File: src/rtl/phv_pkg.sv
package phv_pkg;

  localparam int SCORE_W = 31;
  localparam int WIDE_W = 34;
  localparam int NMOVES = 9;

  typedef logic signed [SCORE_W-1:0] score_t;
  typedef logic signed [WIDE_W-1:0] wide_t;

  localparam score_t POS_INF = 31'sd987654321;
  localparam score_t NEG_INF = -31'sd987654321;

  localparam logic [1:0] REQ_TRANS = 2'd0;
  localparam logic [1:0] REQ_EMIT = 2'd1;
  localparam logic [1:0] REQ_SPEC = 2'd2;
  localparam logic [1:0] REQ_RES = 2'd3;

  localparam int T_MM = 0;
  localparam int T_MI = 1;
  localparam int T_MD = 2;
  localparam int T_IM = 3;
  localparam int T_II = 4;
  localparam int T_DM = 5;
  localparam int T_DD = 6;
  localparam int T_B = 7;
  localparam int T_E = 8;

  localparam int E_MATCH = 0;
  localparam int E_INS = 1;

  localparam int SP_NMOVE = 0;
  localparam int SP_NLOOP = 1;
  localparam int SP_EMOVE = 2;
  localparam int SP_ELOOP = 3;
  localparam int SP_CMOVE = 4;
  localparam int SP_CLOOP = 5;
  localparam int SP_JMOVE = 6;
  localparam int SP_JLOOP = 7;

  typedef struct packed {
    logic load;
    logic start;
    logic issue;
    logic issue_last;
    logic fin1;
    logic fin2;
    logic emit;
  } phv_cmd_t;

  typedef struct packed {
    logic sweep_done;
    logic out_busy;
  } phv_stat_t;

  function automatic wide_t ext(score_t s);
    return wide_t'(s);
  endfunction

  function automatic wide_t wmax(wide_t a, wide_t b);
    return (a > b) ? a : b;
  endfunction

  function automatic score_t sat(wide_t v);
    if (v < ext(NEG_INF)) return NEG_INF;
    if (v > ext(POS_INF)) return POS_INF;
    return score_t'(v);
  endfunction

endpackage

File: src/rtl/phv_ctrl.sv
module phv_ctrl import phv_pkg::*; #(
  parameter int MAX_NODES = 1024
) (
  input  logic                                clk,
  input  logic                                rst_n,
  input  logic                                in_tvalid,
  output logic                                in_tready,
  input  logic [1:0]                          in_type,
  input  logic                                in_last,
  input  logic [10:0]                         model_length,
  input  phv_stat_t                           stat,
  output phv_cmd_t                            cmd,
  output logic [$clog2(MAX_NODES+1)-1:0]      issue_addr
);

  localparam int NW = $clog2(MAX_NODES + 1);

  localparam logic [2:0] S_IDLE = 3'd0;
  localparam logic [2:0] S_SWEEP = 3'd1;
  localparam logic [2:0] S_DRAIN = 3'd2;
  localparam logic [2:0] S_FIN1 = 3'd3;
  localparam logic [2:0] S_FIN2 = 3'd4;

  logic [2:0] state_r, state_nxt;
  logic [NW-1:0] j_r, j_nxt;
  logic [NW-1:0] m_r, m_nxt;
  logic last_r, last_nxt;
  logic [NW-1:0] m_c;

  always_comb begin
    if (model_length == 11'd0) begin
      m_c = NW'(1);
    end else if (32'(model_length) > MAX_NODES) begin
      m_c = NW'(MAX_NODES);
    end else begin
      m_c = NW'(model_length);
    end
  end

  assign in_tready = (state_r == S_IDLE);
  assign issue_addr = j_r;

  always_comb begin
    cmd = '0;
    state_nxt = state_r;
    j_nxt = j_r;
    m_nxt = m_r;
    last_nxt = last_r;
    case (state_r)
      S_IDLE: begin
        if (in_tvalid) begin
          if (in_type == REQ_RES) begin
            cmd.start = 1'b1;
            state_nxt = S_SWEEP;
            j_nxt = '0;
            m_nxt = m_c;
            last_nxt = in_last;
          end else begin
            cmd.load = 1'b1;
          end
        end
      end
      S_SWEEP: begin
        cmd.issue = 1'b1;
        cmd.issue_last = (j_r == m_r);
        if (j_r == m_r) begin
          state_nxt = S_DRAIN;
        end else begin
          j_nxt = j_r + NW'(1);
        end
      end
      S_DRAIN: begin
        if (stat.sweep_done) begin
          state_nxt = S_FIN1;
        end
      end
      S_FIN1: begin
        cmd.fin1 = 1'b1;
        state_nxt = S_FIN2;
      end
      S_FIN2: begin
        if (!(last_r && stat.out_busy)) begin
          cmd.fin2 = 1'b1;
          cmd.emit = last_r;
          state_nxt = S_IDLE;
        end
      end
      default: begin
        state_nxt = S_IDLE;
      end
    endcase
  end

  always_ff @(posedge clk) begin
    if (!rst_n) begin
      state_r <= S_IDLE;
      j_r <= '0;
      m_r <= NW'(1);
      last_r <= 1'b0;
    end else begin
      state_r <= state_nxt;
      j_r <= j_nxt;
      m_r <= m_nxt;
      last_r <= last_nxt;
    end
  end

endmodule

File: config.mk
export PLATFORM = sky130hd
export DESIGN_NAME = phv_ctrl
export DESIGN_NICKNAME = d
export VERILOG_FILES = /design/src/rtl/phv_pkg.sv /design/src/rtl/phv_ctrl.sv
export SDC_FILE = /design/constraint.sdc
export NUM_CORES = 1
export LEC_CHECK = 0
export BUFFER_PORTS_ARGS = -buffer_cell sky130_fd_sc_hd__buf_2
export CORE_UTILIZATION = 45
export DETAILED_ROUTE_END_ITERATION = 10
export PLACE_DENSITY = 0.74
export SYNTH_ARGS = -nofsm -noshare
export SYNTH_HDL_FRONTEND = slang
export SYNTH_SLANG_ARGS = --single-unit
File: constraint.sdc
create_clock -name clk -period 2.95 [get_ports clk]
set_input_delay 0.59 -clock clk [delete_from_list [all_inputs] [get_ports clk]]
set_output_delay 0.59 -clock clk [all_outputs]
set_load 0.05 [all_outputs]
==> run_results.csv, run 1 <==
group,metric,value,unit
setup_path,crit_required,2.36,ns
sta,final.min_clock_period,2.37,ns
synth,ys_seq_elements,26,
clock_tree,cts_resized,0,
die,initial_core_util,47.7,%
grt,grt.busiest_layer,"met2",
final_layout,multiInputGateArea,856,um^2
clock_tree,cts_hold_buf,0,
synth,synth_most_common_cell,"dfxtp_1",
sta,final_max_slew_viol_count,0,
power,clkPwrFrac,33.9,%
setup_path,endpoint_kind,"output port",
clock_tree,cts_setup_buffers,0,
power,finalPower,0.733,mW
route,routed_wl,3620,um
clock_tree,cts_buffers,3,
synth,synth_top_cell_by_area,"dfxtp_1",
synth,synthSimpleGateAreaFrac,28.3,%
route,final_antenna_net_count,0,
sta,setup-violations-final,0,
grt,grt_max_degree,34,
synth,synth_compound_area_share,21.5,%
final_layout,n_antenna_cell,0,
die,io_pins,38,
place,place_ws,0.979,ns
sta,finalWorstSetupSlack,0.584,ns
power,power.share.combinational,15.8,%
power,internal_power,0.532,mW
route,drc_errors,0,
sta,fin_skew,0.00826,ns
route,viasPerCell,5.92,
run,maxCapViolCount,0,
clock_tree,htree_levels,1,
sta,finalHoldViolations,0,
final_layout,register_area,520,um^2
clock_tree,cts_tree,"built",
setup_path,crit_path_start_kind,"flip-flop",
grt,grt_usage,21.9,%
synth,async_flop_share,0,%
clock_tree,cts_root_buf,"clkbuf_4",
sta,rsz0062_at_grt,"false",
die,die_y,59.1,um
synth,synth_top_flop_cell,"dfxtp_1",
synth,yosysUniqueCellTypes,47,
sta,max_freq,0.423,GHz
synth,yosysTopAreaCellShare,35.5,%
synth,synth_top_family_by_area,"simple AND/OR/NAND/NOR gates",
setup_path,arrival,1.78,ns
synth,synthTopCellsByArea,"dfxtp_1, xnor2_1, nor2_1",
final_layout,layout-drive-gt1-share,27.2,%
grt,antenna_found_initial,0,
route,dr.pass1.iters,4,
die,core,3080,um^2
final_layout,nets,223,
clock_tree,clock_sinks,26,
synth,synth_xor_xnor_area_share,6.56,%
synth,synthesis.area,1470,um^2
setup_path,path_class,"flip-flop to output port",
outcome,status,"finished, final reports clean",
route,wl_per_cell,14.7,um
power,leakagePower,0.624,nW
clock_tree,clk_path_buf_depth,2,
grt,first_global_vias,1273,
synth,synth_commonest_cells,"dfxtp_1, nor2_1, a21oi_1",
final_layout,fillers,298,
route,drtIter0Drc,71,
synth,synth_mux_area_share,0.682,%
synth,yosys_warnings,0,
final_layout,synthToLayoutAreaGrowth,15.9,%
power,switchingPower,0.201,mW
synth,syn_area_per_cell,8.43,um^2
place,gp_congestion,0.870,
synth,syn-instance-count,174,
die,num_rows,20,
synth,synth_fa_ha_area_share,0.853,%
grt,grtUsageMet3,2.62,%
grt,grt.met1_usage,27.8,%
power,peakVddDrop,0.226,mV
synth,synth_edf_count,0,
grt,use_met2,38.0,%
power,pwr-share-seq,50.4,%
setup_path,crit_path_max_fanout,7,
die,fp.dieW,59.1,um
place,dp_hpwl,2540,um
route,vias,1457,
grt,grt_pass1_wl,5820,um
clock_tree,clk_pin_slew,0.15,ns
power,p_sw_share,27.4,%
die,dieArea,3490,um^2
power,power.density,431,nW/um^2
synth,seq_area_frac_synth,35.5,%
sta,tightestPinTransition,0.775,ns
min_path,hold_class,"input pin to flip-flop",
place,portBuffers,37,
grt,overflow,0,
sta,period_share,80.2,%
sta,slew_headroom,48.3,%
clock_tree,clock_latency,0.33,ns
sta,setup-tns-final,0,ns
synth,syn_nets,194,
cell usage in the layout (no fill, tap or decap), types with 6 or more instances in the layout:
cell type  instances
nor3b_1            6
nor2_1            19
nand4_1            8
a21oi_1           13
xnor2_1           11
nand3_1           10
buf_2             37
nand2_1           11
dfxtp_1           26
kinds of logic (layout without fill, tap and decap cells):
kind of cell             after synthesis  after routing
AO/OA/AOI/OAI                         44             44
XOR/XNOR                              11             11
adder cells (fa/ha/maj)                1              1
buffers and inverters                 18             46
flip-flops                            26             26
multiplexers                           1              1
AND/OR/NAND/NOR                       73             73
path summary, 6_finish.rpt:
| check | depth (start not counted) | slack (ns) | end | startpoint |
|---|---|---|---|---|
| setup / recovery | 4 | 0.58 | cmd[3] | issue_addr[4] |
| hold / removal | 3 | 0.47 | last_r | in_last |
| setup reg to reg | 6 | 0.94 | state_r[0] | issue_addr[4] |
| hold reg to reg | 2 | 0.48 | last_r | last_r |
stage by stage:
step                      area [um^2]  hold slack (ns)  utilization (%)  std cells
after floorplan                  1470            0.440                -        174
after global placement           1650            0.457             53.5        242
after detailed placement         1650            0.462             53.5        242
after CTS                        1700            0.474             55.2        246
after global routing             1700            0.485             55.2        246
final                            1700            0.474             55.2        246
power groups by stage:
stage | clock, mW | sequential, mW | combinational, mW
global route | 0.270 | 0.371 | 0.124
floorplan | 0 | 0.375 | 0.0869
finish | 0.248 | 0.369 | 0.116
global placement | 0 | 0.376 | 0.111
CTS | 0.252 | 0.369 | 0.115
detailed placement | 0 | 0.377 | 0.114
worst max-delay path, cell delays in order (launching register included):
cell and delay [ns]:
dfxtp_1 0.51, xnor2_1 0.16, nand4_1 0.16, nor4_2 0.31, buf_2 0.31
final cells by class:
class,count,share of cell area [%]
Multi-Input combinational cell,130,50.3
Sequential cell,26,30.6
Timing Repair Buffer,39,11.8
Tap cell,44,3.24
Clock inverter,1,1.77
Clock buffer,3,1.32
Inverter,3,0.957
routing by layer:
layer	wire length, um	share of wire, %	vias to the layer above
met5	0	0	-
met4	106	2.9	0
met3	185	5.1	13
met2	1740	48	63
met1	1580	44	678
li1	-	-	703
sequential cells by signal, indices dropped and copies added (netlist names):
signal	flops
state_r	3
m_r	11
last_r	1
issue_addr	11
No activity file was read; power rests on OpenSTA's default activity.
==> inputs of run 2 (changes only) <==
Clock period 2.95 ns to 2.3 ns, I/O delays scaled along.
==> run_results.csv, run 2 (same netlist as run 1, synthesis figures left out) <==
group,metric,value,unit
sta,setup-violations-final,0,
route,drtIter0Drc,42,
route,final_antenna_net_count,0,
die,core,3080,um^2
place,dp_hpwl,2610,um
route,dr.pass1.iters,4,
die,num_rows,20,
power,pwr-share-seq,54.9,%
die,die_y,59.1,um
min_path,min_from,"in_last",
outcome,status,"finished, final reports clean",
route,wl_per_cell,14.3,um
place,place_ws,0.453,ns
final_layout,synthToLayoutAreaGrowth,17.4,%
sta,final.min_clock_period,2.16,ns
setup_path,crit_required,1.84,ns
sta,tightestPinTransition,0.734,ns
sta,slew_headroom,51.0,%
clock_tree,cts_tree,"built",
die,dieArea,3490,um^2
sta,period_share,93.8,%
setup_path,arrival,1.70,ns
min_path,hold-path-endpoint,"last_r",
final_layout,fillers,300,
place,dpl.cell_count,245,
sta,fin_skew,0.00437,ns
clock_tree,cts_hold_buf,0,
sta,rsz0062_at_grt,"false",
final_layout,register_area,522,um^2
min_path,hold_class,"input pin to flip-flop",
final_layout,nets,226,
setup_path,crit_path_max_fanout,7,
sta,setup-tns-final,0,ns
grt,antenna_found_initial,0,
power,leakagePower,0.624,nW
grt,grt_pass1_wl,5820,um
route,routed_wl,3560,um
clock_tree,clk_path_buf_depth,2,
place,gp_congestion,0.877,
power,peakVddDrop,0.251,mV
route,viasPerCell,5.77,
min_path,worstHoldPathCells,3,
clock_tree,clock_sinks,26,
sta,max_freq,0.464,GHz
power,power.density,501,nW/um^2
clock_tree,htree_levels,1,
setup_path,reg2reg_depth,5,
run,maxCapViolCount,0,
clock_tree,cts_buffers,3,
final_layout,multiInputGateArea,865,um^2
grt,first_global_vias,1316,
power,internal_power,0.608,mW
setup_path,critPathLaunch,"issue_addr[4]",
sta,finalHoldViolations,0,
clock_tree,clock_latency,0.32,ns
power,switchingPower,0.255,mW
setup_path,rrSetupSlack,0.51,ns
grt,grt_max_degree,34,
setup_path,worstReg2RegEnd,"issue_addr[3]",
route,met1_length,1550,um
die,fp.dieW,59.1,um
die,initial_core_util,47.7,%
setup_path,crit_path_start_kind,"flip-flop",
final_layout,layout-drive-gt1-share,29.3,%
setup_path,r2r-start,"state_r[0]",
clock_tree,clk_pin_slew,0.14,ns
clock_tree,cts_setup_buffers,0,
die,io_pins,38,
final_layout,mostFrequentLayoutCells,"buf_2, dfxtp_1, nor2_1, a21oi_1",
power,power.share.combinational,18.2,%
route,top_layer,"met4",
route,dr_wl_met3,155,um
clock_tree,cts_root_buf,"clkbuf_4",
power,clkPwrFrac,26.9,%
place,portBuffers,37,
setup_path,endpoint_kind,"output port",
sta,final_max_slew_viol_count,0,
grt,overflow,0,
final_layout,final_common_cell,"buf_2",
route,dr_wl_met2,1790,um
setup_path,path_class,"flip-flop to output port",
power,p_sw_share,29.6,%
sta,finalWorstSetupSlack,0.144,ns
final_layout,n_antenna_cell,0,
final_layout,instances_no_fill,249,
route,drc_errors,0,
grt,grt_usage,22.0,%
route,vias,1437,
## run 2: cell types whose count changed in the layout (fill, tap and decap cells not counted), sizes merged
cell      change
clkbuf        +2
clkinvlp      +1
bufinv        -1
buf           +2
inv           -1
## run 2: worst max path at each step
stage / endpoint / slack [ns] / cells past startpoint
2_1_floorplan: cmd[3] / -0.01 / 4
3_3_place_gp: cmd[3] / 0.46 / 4
3_5_place_dp: cmd[3] / 0.45 / 4
4_1_cts: cmd[3] / 0.03 / 4
5_1_grt: cmd[3] / 0.03 / 4
6_report: cmd[3] / 0.14 / 4
## run 2: power by group through the flow
| stage | combinational (mW) | clock, mW | sequential, mW |
|---|---|---|---|
| after floorplan | 0.116 | 0 | 0.481 |
| after global placement | 0.152 | 0 | 0.482 |
| after detailed placement | 0.155 | 0 | 0.483 |
| after CTS | 0.156 | 0.236 | 0.473 |
| after global routing | 0.170 | 0.258 | 0.475 |
| final | 0.157 | 0.232 | 0.474 |
## run 2: critical path, stage by stage (launching register included)
cell and delay (ns):
dfxtp_1 0.47, xnor2_1 0.15, nand4_1 0.21, nor4_4 0.28
clkbuf_4 0.27
## run 2: through the flow
step	area (um^2)	hold WS (ns)	total power [mW]	utilization, %
final	1720	0.355	0.863	56.0
after floorplan	1490	0.440	0.597	-
after global routing	1720	0.364	0.903	56.0
after detailed placement	1680	0.454	0.638	54.7
after CTS	1720	0.349	0.865	55.9
after global placement	1680	0.456	0.634	54.7
## run 2: timing repair
item / in CTS / in global routing
endpoints found under the hold margin: 0 / 0
setup endpoints to repair: 0 / 1
gates resized for setup: 0 / 2
## run 2: per-layer routing
layer  vias up  global-route usage [%]
li1        707                       -
met1       674                    27.8
met2        49                    38.3
met3         7                    2.40
met4         0                    8.50
met5         -                       0
## run 2: area by class of cell
type | count | area share [%]
clock buffer | 4 | 2.11
timing repair buffer | 42 | 13.1
sequential | 26 | 30.3
inverter | 3 | 1.16
multi-input combinational | 130 | 50.2
tap | 44 | 3.20
